**config.mk**
```make
export PLATFORM = sky130hd
export DESIGN_NAME = lag_row_cell
export DESIGN_NICKNAME = d
export VERILOG_FILES = /design/src/hdl/lag_row_cell.sv
export SDC_FILE = /design/constraint.sdc
export NUM_CORES = 1
export LEC_CHECK = 0
export CAP_MARGIN = 5
export CORE_UTILIZATION = 52
export CTS_BUF_LIST = sky130_fd_sc_hd__clkbuf_8
export DETAILED_ROUTE_END_ITERATION = 10
export DONT_BUFFER_PORTS = 1
export PLACE_DENSITY_LB_ADDON = 0.12
export SYNTH_ARGS = -nofsm -noshare
export SYNTH_HDL_FRONTEND = slang
export SYNTH_SLANG_ARGS = --single-unit
```
**constraint.sdc**
```tcl
create_clock -name clk -period 0.8 [get_ports clk]
set_input_delay 0.16 -clock clk [delete_from_list [all_inputs] [get_ports clk]]
set_output_delay 0.16 -clock clk [all_outputs]
set_load 0.01 [all_outputs]
```
**src/hdl/lag_row_cell.sv**
```systemverilog
`timescale 1ns / 1ps
// One grid row; takes the row of its neighbour on every shift.
module lag_row_cell #(
	parameter int W = 64
) (
	input  logic         clk,
	input  logic         arst_n,
	input  logic         shift,
	input  logic [W-1:0] d,
	output logic [W-1:0] row
);
	logic [W-1:0] row_q;

	always_ff @(posedge clk or negedge arst_n) begin
		if (!arst_n) begin
			row_q <= '0;
		end else if (shift) begin
			row_q <= d;
		end
	end

	assign row = row_q;
endmodule

```
==> metrics.txt, run 1 <==
syn_area_per_cell 19.8 sq um; Syn Std Cell Area 2680 sq um; initial antenna violation count 0; warnings from Yosys 0; Synth cell types 5; Gate Count Post-Synth 135; H-tree Lvls 3; worst endpoint type primary output; root buf cell clkbuf_8; outcome did not finish; Log Error [ERROR DPL-0033] detailed placement checks failed during check placement.; Vert. Die Dim 73.8 microns; CTS buffer count 9; Initial Util ~55%; Exit stage global routing (5_1_grt); Yosys reg bits between 60 and 70; IO Pins 131; worst setup endpoint GRT row[52]; Die X-Extent 73.8 microns; pin count of the biggest net entering global routing 65; Mapped Nets between 200 and 250; GP Congestion 0.701; Bufs on Longest Clock Path 2; Port-buffer cells 0; FP Rows 25; CTS Sinks 64; placed wire-length estimate 3480 microns; sequential share of the synthesized area 59.8%
[metrics by stage]
step	area (sq um)	std cells	worst slack, ns	utilization (%)
4_1_cts	4400	364	-0.243	90.7
3_5_place_dp	3110	259	0.0282	64.2
3_3_place_gp	3110	259	0.0501	64.2
2_1_floorplan	2690	135	-0.0427	-
[Yosys cell counts, drive strengths merged]
cell   count  area share (%)
buf        7             4.9
dfrtp     64              60
mux2      64              35
[kinds of logic after synthesis]
group | after synthesis | synth area share [%]
flip-flops | 64 | 59.8
buffers and inverters | 7 | 4.90
multiplexers | 64 | 35.3
[repair_timing]
item,CTS
endpoints found under the setup margin,64
hold buffers,64
buffers inserted,25
gates resized for setup,63
endpoints found under the hold margin,128
==> run 2: changes to the inputs <==
--- a/config.mk
+++ b/config.mk
@@ -6,11 +6,10 @@
 export NUM_CORES = 1
 export LEC_CHECK = 0
 export CAP_MARGIN = 5
-export CORE_UTILIZATION = 52
-export CTS_BUF_LIST = sky130_fd_sc_hd__clkbuf_8
+export CORE_UTILIZATION = 37
 export DETAILED_ROUTE_END_ITERATION = 10
 export DONT_BUFFER_PORTS = 1
-export PLACE_DENSITY_LB_ADDON = 0.12
+export PLACE_DENSITY_LB_ADDON = 0.15
 export SYNTH_ARGS = -nofsm -noshare
 export SYNTH_HDL_FRONTEND = slang
 export SYNTH_SLANG_ARGS = --single-unit
==> metrics.txt, run 2 <==
DR WL/cell 16.2 microns; Gate Count Post-Synth 135 (unchanged); GP Congestion 0.687 (-2.1%); Primary FF master, synth dfrtp_1; final core utilization 67.4%; CP startpoint row[16]; layout filler cell count 468; FF-to-FF Start row[27]; failing checks negative hold slack, negative setup slack; Initial Util 38.8% (-16 points); Final Hold Fails 76; Detailed Route WL between 6000 and 7000 microns; most frequent cells in the layout 79 x buf_6, 64 x dlygate4sd3_1, 64 x dfrtp_1; synth top area cells dfrtp_1 60%, mux2_4 34%, buf_12 4.5%, mux2_2 1.7%, buf_6 0.42%; total track usage 17.7%; IO Pins 131 (unchanged); Max Slew Vio Count 0; Yosys reg bits 64 (unchanged); Worst setup EP type output pin; hold_buf cts 64 (unchanged); fmax 956 MHz; ANT nets after route 0; Worst-Margin Slew 0.134 ns; Seq pwr share 40.8%; share of cells above drive strength 1 59.2%; Register Area ~1600 sq um; Vias 1,787; Gate power share 22.1%; footprint of the multi-input gates 946 sq um; DR DRC count 0; Bufs on Longest Clock Path 2 (unchanged); warnings from Yosys 0 (unchanged); Max-Cap Viols 0; Final Cycle Share 131%; global-route wire length before repair 9940 microns; number of global-route vias before repair slightly below 2,000; Mapped Nets 202 (unchanged); First DRT Iteration DRCs 39; worst path buffer plus inverter count 1; Clk network pwr share 37.1%; detailed-router iteration count before antenna repair 4; Power, Total 0.00938 W; CTS tree done; sequential share of the synthesized area 59.8% (unchanged); RSZ-0062 raised after global routing yes; Psw 0.00204 W; Vert. Die Dim 87.1 microns (+18%); CTS buffer count 9 (unchanged); top cells by count, synth 64 x dfrtp_1, 60 x mux2_4, 6 x buf_12; slowest stage delay, CP approximately 0.41 ns; peak supply drop 0.00135 V; Synth cell types 5 (unchanged); Hold WC Path Type in2async; syn_area_per_cell 19.8 sq um (unchanged); initial antenna violation count 0; Final Skew 0 ns; H-tree Lvls 3 (unchanged); Overflow after GRT 0; commonest non-fill, non-tap cell in the layout buf_6; Switching Share between 20% and 30%; Port-buffer cells 0 (unchanged); Largest register FFs 64; outcome complete, but fails checks; PD cells 2020 nW/um^2; CTS Sinks 64 (unchanged); dominant cell type by area after synthesis dfrtp_1; die footprint 7580 sq um; Crit path arrival time 0.89 ns; # setup viols final 104; Synth async-reset ratio 100% (unchanged); Syn Std Cell Area 2680 sq um (unchanged); Setup WS pre-CTS 0.0335 ns (+0.00527 ns); Crit Path Class reg2out; count leader, synth dfrtp_1; worst skew pair latency 0.33 ns; Final #Nets ~380; number of diodes 0; Worst EP required 0.64 ns; Clk pin slew, worst setup/hold paths 0.07 ns; CP top delay family flip-flops; internal power 0.00734 W; CP Max Fanout 2; P&R area growth vs syn 73.8%; WHS -0.483 ns; fin crit period 1.05 ns; max_slew headroom approximately 91%; pin count of the biggest net entering global routing 65; worst setup margin -0.246 ns; Post-synth EDFFs 0 (unchanged); root buf cell clkbuf_8; post-synth top area share 59.8% (unchanged); placed wire-length estimate 3370 microns (-3.2%); FP Rows 30 (+20%); Leak Pwr 2.26 nW; CP Cell Sequence buf_6; startpoint types flop; core area 6910 sq um; DR vias/cell roughly 4.4; Die X-Extent 87.1 microns (+18%); cell with the largest stage delay on the worst path dfrtp_1
run 2: cell counts after synthesis:
Identical to the previous run, type by type.
run 2: through the flow:
stage | setup TNS, ns | area [sq um] | cells
after floorplan | -2.56 | 2690 | 135
after global placement | 0 | 3150 | 288
after detailed placement | 0 | 3150 | 288
after CTS | -17.43 | 4490 | 396
after global routing | -21.71 | 4650 | 410
final | -18.09 | 4650 | 410
run 2: metal layers:
metal	share of wire (%)	GRT usage [%]	up-vias
li1	-	-	817
met1	38	19.6	877
met2	54	31.1	85
met3	6.9	7.20	8
met4	1.4	5.37	0
met5	0	0	-
run 2: repair_timing:
action                     CTS  global route
setup endpoints to repair   64           102
setup buffers               28            17
gates resized for setup     64            15
pin swaps                    0             0
gates cloned                 0             0
hold endpoints to repair   128           123
run 2: layout make-up:
type	instances	share of cell area [%]
well taps	96	2.58
multi-input cells	64	20.3
repair buffers	170	37.2
clock inverters	5	2.20
clock buffers	11	3.25
flip-flops and latches	64	34.4
run 2: power by group through the flow:
stage	clock network (W)	logic (W)	registers, W
after floorplan	0	0.000663	0.00394
after global placement	0	0.00124	0.00379
after detailed placement	0	0.00125	0.00380
after CTS	0.00355	0.00191	0.00380
after global routing	0.00372	0.00219	0.00386
final	0.00348	0.00207	0.00383
run 2: kinds of logic after synthesis:
family | Yosys count | share of synthesized area [%]
multiplexers | 64 | 35.3
flip-flops | 64 | 59.8
buffers and inverters | 7 | 4.90
run 2: path summary, 6_finish.rpt:
check / to / slack, ns / cells after the start
worst max-delay path: row[16] / -0.25 / 1
worst min-delay path: row[56] / -0.48 / 0
worst max register to register: row[27] / -0.22 / 3
worst min register to register: row[53] / 0.53 / 1
max in group asynchronous: row[63] / 1.19 / 0
min in group clk: row[0] / -0.01 / 1
Note: power is estimated with default switching activity, not from simulation.
