**config.mk**
```make
export PLATFORM = sky130hd
export DESIGN_NAME = lag_rule
export DESIGN_NICKNAME = d
export VERILOG_FILES = /design/src/hdl/lag_rule.sv
export SDC_FILE = /design/constraint.sdc
export NUM_CORES = 1
export LEC_CHECK = 0
export BUFFER_PORTS_ARGS = -buffer_cell sky130_fd_sc_hd__buf_2
export CAP_MARGIN = 10
export CORE_MARGIN = 1.5
export CORE_UTILIZATION = 45
export DETAILED_ROUTE_END_ITERATION = 12
export GPL_TIMING_DRIVEN = 1
export PLACE_DENSITY = 0.76
export SETUP_SLACK_MARGIN = 0.4
export SYNTH_ARGS = -nofsm -noshare
export SYNTH_HDL_FRONTEND = slang
export SYNTH_SLANG_ARGS = --single-unit
```
**constraint.sdc**
```tcl
create_clock -name vclk -period 14.88
set_input_delay 2.976 -clock vclk [all_inputs]
set_output_delay 2.976 -clock vclk [all_outputs]
set_load 0.005 [all_outputs]
```
**src/hdl/lag_rule.sv**
```systemverilog
`timescale 1ns / 1ps
// B3/S23 update of one row from its three-row window.
module lag_rule #(
	parameter int W = 64
) (
	input  logic [W-1:0]           above,
	input  logic [W-1:0]           mid,
	input  logic [W-1:0]           below,
	input  logic [$clog2(W+1)-1:0] width,
	input  logic                   wrap,
	output logic [W-1:0]           next
);
	logic [W-1:0] lastm;
	logic         a_last, m_last, b_last;

	always_comb begin
		for (int i = 0; i < W; i++) begin
			lastm[i] = (i == int'(width) - 1);
		end
		a_last = |(above & lastm);
		m_last = |(mid & lastm);
		b_last = |(below & lastm);
	end

	always_comb begin
		logic       al, ml, bl, ar, mr, br;
		logic [3:0] n;
		for (int x = 0; x < W; x++) begin
			if (x == 0) begin
				al = wrap & a_last;
				ml = wrap & m_last;
				bl = wrap & b_last;
			end else begin
				al = above[(x > 0) ? x - 1 : 0];
				ml = mid[(x > 0) ? x - 1 : 0];
				bl = below[(x > 0) ? x - 1 : 0];
			end
			if (x == int'(width) - 1) begin
				ar = wrap & above[0];
				mr = wrap & mid[0];
				br = wrap & below[0];
			end else if (x + 1 < W) begin
				ar = above[(x + 1 < W) ? x + 1 : 0];
				mr = mid[(x + 1 < W) ? x + 1 : 0];
				br = below[(x + 1 < W) ? x + 1 : 0];
			end else begin
				ar = 1'b0;
				mr = 1'b0;
				br = 1'b0;
			end
			n = 4'(al) + 4'(above[x]) + 4'(ar) + 4'(ml) + 4'(mr)
				+ 4'(bl) + 4'(below[x]) + 4'(br);
			next[x] = (x < int'(width)) && ((n == 4'd3) || (mid[x] && n == 4'd2));
		end
	end
endmodule

```
After elaboration in Yosys (flattened, before gate mapping)
Cells that the tools add are included.

Add/subtract/negate cells: 449. Order comparisons: 64. Eq/ne operators: 191. Multiplexer cells: 192. Bitwise operators: 9. Reduce and logical (&&, ||, !) cells: 196.

Operator list (count): adder 4 x 1 -> 4 bit (256); equality test 4 x 2 -> 1 bit (second input constant) (128); adder 3 x 1 -> 4 bit (64); equality test 7 x 8 -> 1 bit (first input constant) (32); < comparator 6 x 7 -> 1 bit (first input constant) (32); adder 2 x 1 -> 3 bit (64); AND 64 bit (3); two-way mux 1 bit (192); OR reduction 64 bit (3); adder 1 x 1 -> 2 bit (64); equality test 6 x 8 -> 1 bit (first input constant) (16); logical AND 1 bit (128); < comparator 5 x 7 -> 1 bit (first input constant) (16); equality test 5 x 8 -> 1 bit (first input constant) (8); logical OR 1 bit (64); < comparator 4 x 7 -> 1 bit (first input constant) (8); equality test 4 x 8 -> 1 bit (first input constant) (4); logical NOT 32 bit (1); < comparator 3 x 7 -> 1 bit (first input constant) (4); equality test 3 x 8 -> 1 bit (first input constant) (2); < comparator 1 x 7 -> 1 bit (first input constant) (2); < comparator 2 x 7 -> 1 bit (first input constant) (2); equality test 2 x 8 -> 1 bit (first input constant) (1); subtractor 7 x 1 -> 8 bit (second input constant) (1); AND 1 bit (6).

Flip-flop bits (word level): 0. Input bits: 200. Output and inout bits: 64. Word-level logic and storage cells: 1101.

Logic depth before layout (Yosys ltp)
Gate-level depths: netlist of run 1.

Depth in word-level cells: 16. Gate-level depth with buffers: 20. Gate-level depth less buffers: 16.

Worst setup path before layout of run 1
Ideal clock, no wire load.

Path kind: input to output. Start point: in width[0]. End point: out next[0]. Arrival: 7252 ps. Required time: 11904 ps. Setup slack: 4652 ps. Cell stages on the path: 16. Path buffers: 1. Path through: buf_2 nor4_2 mux2i_1 o22ai_1 a211oi_1 nand4_1 o41a_1 fa_1 inv_1 fa_1 fa_1 inv_1 ha_1 fa_1 o21ai_0 o2111a_1.

Cells in the longest elaborated chain, start to end: 16. Elaborated cells between the ends (all ways): 90. Those cells by class: add/sub (8); order compare (1); eq/ne (65); mux (3); bitwise (6); reduce/logical (7).

RTL lines: start, declared (RTL line 9) `input logic [$clog2(W+1)-1:0] width,`; subtractor 7 x 1 -> 8 bit (RTL line 18, 38); logical NOT 32 bit (tied with other cells) (RTL line 18, 38); AND 64 bit (RTL line 20) `a_last = |(above & lastm);`; OR reduction 64 bit (RTL line 20); AND 1 bit (RTL line 30) `al = wrap & a_last;`; adder 1 x 1 -> 2 bit (RTL line 51) `n = 4'(al) + 4'(above[x]) + 4'(ar) + 4'(ml) + 4'(mr)`; adder 2 x 1 -> 3 bit (RTL line 51); adder 3 x 1 -> 4 bit (RTL line 51); adder 4 x 1 -> 4 bit (RTL line 51); adder 4 x 1 -> 4 bit (3 in series) (RTL line 52) `+ 4'(bl) + 4'(below[x]) + 4'(br);`; equality test 4 x 2 -> 1 bit (RTL line 53) `next[x] = (x < int'(width)) && ((n == 4'd3) || (mid[x] && n == 4'd2));`; logical AND 1 bit (RTL line 53); logical OR 1 bit (RTL line 53); logical AND 1 bit * (RTL line 53); end, declared (RTL line 11) `output logic [W-1:0] next`.

Every way passes the cells marked *; elsewhere a longest branch is shown, timed or not.

Worst setup path after layout of run 1
Start point: in width[1]. End point: out next[0].

The elaborated chain is that of the path after synthesis.

==> results of run 1 <==
[cell families (layout without fill, tap and decap cells)]
| family | after synthesis | after routing |
|---|---|---|
| mux | 168 | 168 |
| compound gates | 377 | 377 |
| other cells | 0 | 4 |
| buf+inv | 280 | 487 |
| simple gates | 386 | 386 |
| xor+xnor | 1 | 1 |
| fa+ha+maj | 448 | 448 |
[worst paths after layout]
path,start,slack (ns),end,cells past startpoint
max,width[1],3.27,next[0],17
min,mid[10],6.38,next[10],4
[stage by stage]
stage | hold slack (ns) | util | setup slack, ns
4_1_cts | 6.39 | 0.510 | 3.38
5_1_grt | 6.40 | 0.510 | 3.08
3_3_place_gp | 6.38 | 0.510 | 3.51
6_report | 6.38 | 0.510 | 3.27
3_5_place_dp | 6.38 | 0.510 | 3.40
2_1_floorplan | 6.12 | - | 4.65
[per-layer routing]
| layer | global-route usage | vias to the layer above | routed length, microns |
|---|---|---|---|
| met5 | 0 | - | 0 |
| met4 | 0.172 | 0 | 3430 |
| met3 | 0.0695 | 223 | 6600 |
| met2 | 0.515 | 934 | 25000 |
| met1 | 0.442 | 7202 | 22000 |
| li1 | - | 6335 | - |
[worst max-delay path, stage by stage]
cell and delay, ns:
buf_2 0.40, or4_1 0.92, xnor2_4 0.24, nor3b_2 0.80, o21ai_0 0.21, nand4_1 0.19
o41a_1 0.18, fa_1 0.42, inv_1 0.09, fa_1 0.43, fa_1 0.54, inv_1 0.04
ha_1 0.22, fa_1 0.38, o21ai_0 0.18, o2111a_1 0.25, buf_2 0.12
[synthesized netlist by cell type, drive strengths merged, types with 8 or more instances]
library cell / n / area [sq um]
o21ai: 119 / 607
fa: 256 / 5120
and3: 8 / 50.1
nor2: 46 / 203
inv: 203 / 762
nor3: 42 / 246
a21oi: 84 / 420
a22oi: 20 / 150
nor3b: 14 / 116
a32o: 9 / 90.1
o21a: 29 / 218
o2111a: 16 / 180
clkbuf: 39 / 146
nor2b: 10 / 62.6
buf: 38 / 245
o221ai: 20 / 175
mux2: 30 / 342
o211ai: 10 / 75.1
mux2i: 138 / 1390
ha: 192 / 2400
nand3: 91 / 455
nand2: 117 / 439
a32oi: 9 / 78.8
and2: 9 / 56.3
[cell type report]
type	instances	area, sq um
fillers	3094	16000
multi-input cells	1380	13900
repair buffers	284	1470
inverters	203	762
well taps	442	553
diodes	4	10.0
==> run_results.csv, run 1 <==
group,metric,value,unit
run_status,status,"finished clean",
synth,synthSimpleGateAreaFrac,0.135,
floorplan,core_area,32600,sq um
critical_path,crit_arrival,8.64,ns
global_route,grt_pass1_vias,14964,
synth,synth_top_family_by_area,"adder cells",
floorplan,die-area,34400,sq um
sta,hold_violations,0,
route,postRouteAntennaNets,0,
finish,design_area,16600,sq um
finish,final_common_cell,"buf_2",
critical_path,path_class,"in -> out",
synth,synthMuxAreaShare,0.116,
clock_network,hold_buffers,0,
global_route,grt_max_degree,67,
synth,synth_area,15000,sq um
route,via_count,14694,
finish,instances_no_fill,2313,
sta,min_period,11.61,ns
global_route,grt_overflow,0,
finish,final_cell_mix,"buf_2 (264), fa_1 (256), inv_1 (203)",
sta,finalSetupViolations,0,
flow_run,cap_violations,0,
worst_hold_path,holdCritPathClass,"in -> out",
synth,seq_area_frac_synth,0,
sta,period_share,0.780,
placement,place_area,16600,sq um
route,routed_wl,57000,microns
sta,relSlewSlack,0.158,
synth,yosysUniqueCellTypes,75,
finish,regArea,0,sq um
global_route,antenna_found_initial,2,
synth,synth_xor_area_frac,0.00184,
placement,port_buffers,264,
placement,dp.cells,2309,
synth,synth_compound_area_frac,0.168,
floorplan,start_util,0.459,
sta,clock.fmax,86.1,MHz
finish,fin_nets,2517,
critical_path,critPathRequiredTime,11.90,ns
sta,fin_tns_setup,0,ns
sta,rsz0062_at_grt,"no",
synth,netlist_instances,1660,
synth,synthAdderAreaFrac,0.502,
floorplan,io_pins,264,
placement,place_congestion,1.01,
synth,synth_nets,2308,
synth,synth_warnings,0,
critical_path,critPathMaxFanout,50,
floorplan,row_count,66,
sta,tightest_slew,1.25,ns
finish,numSequentialCells,0,
critical_path,critPathCaptureType,"primary output",
floorplan,fp.dieW,185,microns
finish,nClkBuffers,0,
route,dr.first_iter.drc_count,1558,
placement,dpl.hpwl,47200,microns
floorplan,fp.dieH,185,microns
finish,syn2layout_area_growth,11.1,%
sta,slew_violations,0,
finish,drive_gt1_frac,0.183,
clock_network,post_cts_buffers,0,
global_route,grtUsageTotal,0.334,
route,drt-wirelength-per-cell,24.7,microns
route,dr.pass1.iters,6,
route,drt-vias-per-instance,6.35,
critical_path,startpoint_type,"primary input",
route,drc_errors,0,
synth,post_synth.cell_area_avg,9.02,sq um
clock_network,cts_resized,0,
global_route,grt_pass1_wl,86800,microns
==> run 2: changes to the inputs <==
PLACE_DENSITY = 0.79   (was 0.76)
clock period = 10.5 ns   (was 14.88 ns; I/O delays follow)
==> run_results.csv, run 2 (same netlist as run 1, synthesis figures left out) <==
group,metric,value,unit
global_route,grt_pass1_vias,15409,
route,postRouteAntennaNets,0,
global_route,grtUsageTotal,0.347,
finish,syn2layout_area_growth,12.0,%
route,routed_wl,59100,microns
critical_path,critPathMaxFanout,29,
finish,regArea,0,sq um
finish,instances_no_fill,2330,
floorplan,core_area,32600,sq um
placement,dp.cells,2327,
critical_path,cpMostUsedCell,"fa_1",
finish,final_cell_mix,"buf_2 (264), fa_1 (256), inv_1 (203)",
finish,drive_gt1_frac,0.191,
floorplan,row_count,66,
sta,relSlewSlack,0.202,
placement,port_buffers,264,
flow_run,cap_violations,0,
sta,fin_tns_setup,0,ns
critical_path,crit_path_top_delay_cell,"or4_1",
global_route,grt_max_degree,36,
critical_path,path_class,"in -> out",
finish,final_common_cell,"buf_2",
critical_path,cp_num_buf_inv,4,
critical_path,slowest_delay,0.87,ns
finish,post-route-util,0.514,
finish,nFillCells,3049,
sta,slew_violations,0,
clock_network,hold_buffers,0,
route,drc_errors,0,
finish,fin_nets,2535,
global_route,grt_pass1_wl,89900,microns
critical_path,critPathCaptureType,"primary output",
critical_path,critPathRequiredTime,8.40,ns
sta,finalSetupViolations,0,
critical_path,startpoint_type,"primary input",
clock_network,post_cts_buffers,0,
clock_network,cts_resized,0,
floorplan,fp.dieH,185,microns
sta,min_period,9.54,ns
route,dr.pass1.iters,5,
critical_path,path_cells,"buf_2 -> or4_1 -> mux2i_4 -> o22ai_1 -> a211oi_1 -> nand4_1 -> o41a_1 -> fa_1 -> inv_1 -> fa_1 -> fa_1 -> inv_1 -> ha_1 -> fa_1 -> o21ai_0 -> o2111a_1 -> buf_2",
sta,hold_violations,0,
sta,hold-worst-slack,4.63,ns
floorplan,fp.dieW,185,microns
floorplan,start_util,0.459,
critical_path,crit_arrival,7.44,ns
sta,rsz0062_at_grt,"no",
global_route,grt_overflow,0,
route,via_count,14946,
placement,place_congestion,1.04,
route,dr.first_iter.drc_count,1687,
floorplan,io_pins,264,
sta,period_share,0.908,
sta,tightest_slew,1.19,ns
route,drt-wirelength-per-cell,25.4,microns
finish,nClkBuffers,0,
route,drt-vias-per-instance,6.41,
finish,multiInputGateArea,13900,sq um
critical_path,crit_family,"adder cells",
finish,numSequentialCells,0,
placement,dpl.hpwl,49500,microns
floorplan,die-area,34400,sq um
run_status,status,"finished clean",
worst_hold_path,holdCritPathClass,"in -> out",
global_route,antenna_found_initial,5,
sta,clock.fmax,105,MHz
run 2: cell count changes in the layout (fill, tap and decap cells not counted), sizes merged:
| cell | change |
|---|---|
| buf | +18 |
| diode | -1 |
run 2: tightest hold or removal path, stage by stage:
cell	delay, ns
buf_2	0.14
o2111a_1	0.18
buf_2	0.10
run 2: worst paths after layout:
path     start  endpoint  cells after the start  slack [ns]
min     mid[5]   next[5]                      3        4.63
max   width[1]   next[0]                     17        0.96
run 2: metal layers:
| metal | global-route usage | vias to the layer above | share of wire |
|---|---|---|---|
| li1 | - | 6380 | - |
| met3 | 0.0650 | 226 | 0.12 |
| met1 | 0.460 | 7321 | 0.38 |
| met4 | 0.184 | 8 | 0.060 |
| met2 | 0.537 | 1011 | 0.44 |
| met5 | 0 | - | 0.00079 |
run 2: through the flow:
step	area, sq um	setup WS [ns]
after floorplan	15000	2.02
after global placement	16800	0.993
after detailed placement	16800	1.06
after CTS	16800	1.03
after global routing	16800	0.696
final	16800	0.965
run 2: final cells by class:
class              count  share of cell area
diodes                 3            0.000447
inverters            203              0.0454
multi-input cells   1380               0.825
well taps            442              0.0330
repair buffers       302              0.0957
